## src/sv/bmx_ram.sv

```systemverilog
`timescale 1ns / 1ps
`default_nettype none

module bmx_ram #(
    parameter int WIDTH = 8,
    parameter int DEPTH = 256
) (
    input  wire logic                     aclk,
    input  wire logic                     wr_en,
    input  wire logic [$clog2(DEPTH)-1:0] wr_addr,
    input  wire logic [WIDTH-1:0]         wr_data,
    input  wire logic [$clog2(DEPTH)-1:0] rd_addr,
    output logic      [WIDTH-1:0]         rd_data
);

    logic [WIDTH-1:0] mem [DEPTH];

    always_ff @(posedge aclk) begin
        if (wr_en) begin
            mem[wr_addr] <= wr_data;
        end
        rd_data <= mem[rd_addr];
    end

endmodule

`default_nettype wire

```

## config.mk

```make
export PLATFORM = sky130hd
export DESIGN_NAME = bmx_ram
export DESIGN_NICKNAME = d
export VERILOG_FILES = /design/src/sv/bmx_ram.sv
export SDC_FILE = /design/constraint.sdc
export NUM_CORES = 2
export LEC_CHECK = 0
export ABC_CLOCK_PERIOD_IN_PS = 3300
export BUFFER_PORTS_ARGS = -buffer_cell sky130_fd_sc_hd__buf_4
export CAP_MARGIN = 20
export CORE_MARGIN = 2
export CORE_UTILIZATION = 55
export CTS_CLUSTER_DIAMETER = 30
export CTS_CLUSTER_SIZE = 16
export DETAILED_ROUTE_END_ITERATION = 8
export PLACE_DENSITY = 0.71
export REMOVE_ABC_BUFFERS = 1
export SLEW_MARGIN = 20
export SYNTH_ARGS = -nofsm -noshare
export SYNTH_HDL_FRONTEND = slang
export SYNTH_SLANG_ARGS = --single-unit
```

## constraint.sdc

```tcl
create_clock -name aclk -period 3.3 [get_ports aclk]
set_clock_uncertainty 0.1 [all_clocks]
set_input_delay 0.66 -clock aclk [delete_from_list [all_inputs] [get_ports aclk]]
set_output_delay 0.66 -clock aclk [all_outputs]
set_load 0.01 [all_outputs]
```

==> reports/qor.txt <==
======================================================================================
Outcome                                                                   finished with violations
Violations in the final reports                                           design-rule violations
Setup slack after placement                                                  -0.718 ns
Final weighted congestion in routability-driven placement                        0.875
H-tree levels                                                                        5
Mapped cell area                                                            79,600 um2
# nets final                                                                     4,513
Maximum count of clock buffers along a single path                                   4
Top_reg_cell synth                                                        sky130_fd_sc_hd__edfxtp_1
CTS Root Buffer Type                                                      sky130_fd_sc_hd__clkbuf_16
Cell types with the highest counts after synthesis                        2,048 x sky130_fd_sc_hd__edfxtp_1, 454 x sky130_fd_sc_hd__mux4_2, 282 x sky130_fd_sc_hd__nor2_1, 134 x sky130_fd_sc_hd__mux2i_1, 133 x sky130_fd_sc_hd__a22oi_1
Starting density of the core                                                     55.4%
Top cell type's share of synthesized area                                        77.3%
Overflow left after global routing                                                   0
Leak                                                                           32.5 nW
Worst Hold Class                                                          primary input to register
Sequential cell area in the final layout                                    61,700 um2
Number of enable flip-flop cells after synthesis                                 2,048
Synth top area cells                                                      sky130_fd_sc_hd__edfxtp_1 77%, sky130_fd_sc_hd__mux4_2 13%, sky130_fd_sc_hd__mux2i_1 1.7%, sky130_fd_sc_hd__nor2_1 1.3%, sky130_fd_sc_hd__a22oi_1 1.3%
Vias in the first global route                                                  44,113
Post-detailed-route DRC marker count                                                 8
I/O pins                                                                            34
Power density over the cells                                                698 nW/um2
Non-filler cells, final                                                          6,676
Transition time at the pin with the least slew margin                          1.08 ns
Number of buffers inserted for hold repair after clock tree synthesis                0
Die Y                                                                           384 um
Number of buffer and inverter stages on the critical path                            4
Yosys warns                                                                          0
Highest clock frequency the design can meet                                  0.335 GHz
Average wire per cell in the routed design                                     31.5 um
Pin count of the biggest net entering global routing                               101
Number of instances in the placed design                                         6,024
Floorplan core area                                                        144,000 um2
Post-CTS setup buffer count                                                          0
Dominant cell type by area after synthesis                                sky130_fd_sc_hd__edfxtp_1
Starting DRC count in detailed routing                                           5,909
Final wirelength                                                            210,000 um
Critical Path Source Type                                                 primary input
Most common cell in the synthesized netlist                               sky130_fd_sc_hd__edfxtp_1
First-pass GRT wire length                                                  306,000 um
Multi-input gate area in the final layout                                   16,500 um2
Yosys cell types                                                                    55
CTS Buf Count                                                                      364
Setup CP Type                                                             primary input to register
Mapped Avg Cell Area                                                          21.3 um2
Final Cell Area                                                             98,100 um2
Fillcell total                                                                   8,577
Final count of pins violating max slew                                               0
Gate count of the mapped netlist                                                 3,733
Minimum clock period                                                           2.98 ns
DP HPWL                                                                     125,000 um
Cts repair resizes                                                                   0
Top cell family by delay on the critical path                             simple AND/OR/NAND/NOR gates
Die extent in x                                                                 384 um
Critical-path maximum fanout                                                        16
Total iterations of the first detailed-routing run                                   9
Highest cell delay on the worst timing path                                    0.82 ns
Critical path endpoint category                                               register
Final WS setup                                                                0.319 ns
Total power of the final layout                                                68.4 mW
Part of the Yosys area used for sequential elements                              77.5%
Number of hold violations in the final report                                        0
Placed cell area                                                            86,000 um2
Library cell contributing the largest single delay on the critical path   sky130_fd_sc_hd__nor4_1
Number of vias in the routed layout                                             43,047
Unrepaired setup endpoints after global routing                                     no
Clock tree from TritonCTS                                                         done
Clock transition at the registers of the reported paths                        0.05 ns
Final design utilization                                                         68.3%
Ordered list of cells on the worst path                                   buf_8, buf_12, buf_12, mux4_2, mux4_2, nor2b_1, nor4_1, buf_4, nor4_2
GR Util All Layers                                                               28.9%
Post-route fraction of the period consumed by the critical path                  90.3%
Num rows                                                                           139
Antenna Nets Post-Route                                                              0
Worst-case vdd ir drop                                                        0.387 mV
Antenna violations before repair                                                    13
Synth Register Bits                                                              2,056
Mean number of vias per cell                                                      6.45
Number of port buffers                                                              33
Number of endpoints failing setup at the final stage                                 0
Relative slew margins                                                            26.2%
Clock sink count                                                                 2,056
Total of max-cap violations                                                          0
Critical path arrival                                                          3.69 ns
Fraction of layout cells with a size suffix above 1                              35.1%
Proportion of synthesized flip-flops having asynchronous set or reset               0%
Data required time at the worst endpoint                                       4.01 ns
Insertion delay to the later sink of the worst-skew pair                       0.94 ns
Floorplan die area                                                         148,000 um2
Relative area change from synthesis to final layout                              23.2%
======================================================================================
## cell usage in the layout, fill, tap and decap left out, types with 10 or more instances in the layout
master                          n
sky130_fd_sc_hd__a211oi_1      16
sky130_fd_sc_hd__a21oi_1       96
sky130_fd_sc_hd__a221oi_1      13
sky130_fd_sc_hd__a22oi_1      133
sky130_fd_sc_hd__buf_12        59
sky130_fd_sc_hd__buf_4        552
sky130_fd_sc_hd__bufinv_16     42
sky130_fd_sc_hd__clkbuf_1      24
sky130_fd_sc_hd__clkbuf_16    371
sky130_fd_sc_hd__clkinv_1      45
sky130_fd_sc_hd__clkinv_2      61
sky130_fd_sc_hd__clkinv_4      27
sky130_fd_sc_hd__clkinvlp_4    33
sky130_fd_sc_hd__edfxtp_1    2048
sky130_fd_sc_hd__inv_6         32
sky130_fd_sc_hd__mux2i_1      134
sky130_fd_sc_hd__mux4_2       454
sky130_fd_sc_hd__nand2_1       33
sky130_fd_sc_hd__nand3_1       34
sky130_fd_sc_hd__nand4_1       10
sky130_fd_sc_hd__nor2_1       279
sky130_fd_sc_hd__nor2b_1       28
sky130_fd_sc_hd__nor3_1        22
sky130_fd_sc_hd__nor4_1        24
sky130_fd_sc_hd__o211ai_1      10
sky130_fd_sc_hd__o21ai_0       10
sky130_fd_sc_hd__o221ai_1      46
sky130_fd_sc_hd__o22ai_1       28
## power breakdown
| part | internal [mW] | switching [mW] |
|---|---|---|
| Combinational | 1.14 | 1.78 |
| Clock | 23.8 | 12.7 |
| Sequential | 28.8 | 0.0667 |
| Total | 53.8 | 14.6 |
## cell families after synthesis
family | after synthesis | synth area share, %
buffers and inverters | 235 | 1.83
AO/OA/AOI/OAI | 385 | 3.42
flip-flops | 2056 | 77.5
multiplexers | 591 | 14.6
AND/OR/NAND/NOR | 466 | 2.63
## sequential cells by signal, summed over array words and instances, names as in the netlist
register and cells:
mem 2048, rd_data 8
## metal layers
layer  part of all wire, %  GRT usage (%)  up-vias
li1                      -              -    17349
met1                    36           38.8    22328
met2                    49           46.2     2895
met3                    11           6.74      473
met4                   4.0           11.6        2
met5                0.0062              0        -
## final timing paths
check	depth (start not counted)	slack (ns)	endpoint	from
worst max-delay path	9	0.32	rd_data[2]$_DFF_P_	rd_addr[0]
worst min-delay path	1	0.10	mem[82][5]$_DFFE_PP_	wr_data[5]
worst max register to register	6	0.43	rd_data[2]$_DFF_P_	mem[71][2]$_DFFE_PP_
worst min register to register	6	1.06	rd_data[5]$_DFF_P_	mem[50][5]$_DFFE_PP_
## metrics by stage
stage / TNS [ns] / hold WS, ns
final: 0 / 0.101
after global routing: 0 / 0.0864
after CTS: 0 / 0.0709
after detailed placement: -3.43 / 1.04
after global placement: -3.39 / 0.993
after floorplan: 0 / 0.659
## area by class of cell
type / instances / share of cell area, %
antenna: 6 / 0.0153
clock buffer: 395 / 9.56
clock inverter: 251 / 2.71
inverter: 2 / 0.00766
multi-input combinational: 1442 / 16.8
sequential: 2056 / 62.9
tap: 1903 / 2.43
timing repair buffer: 621 / 5.58
No activity file was read; power rests on OpenSTA's default activity.
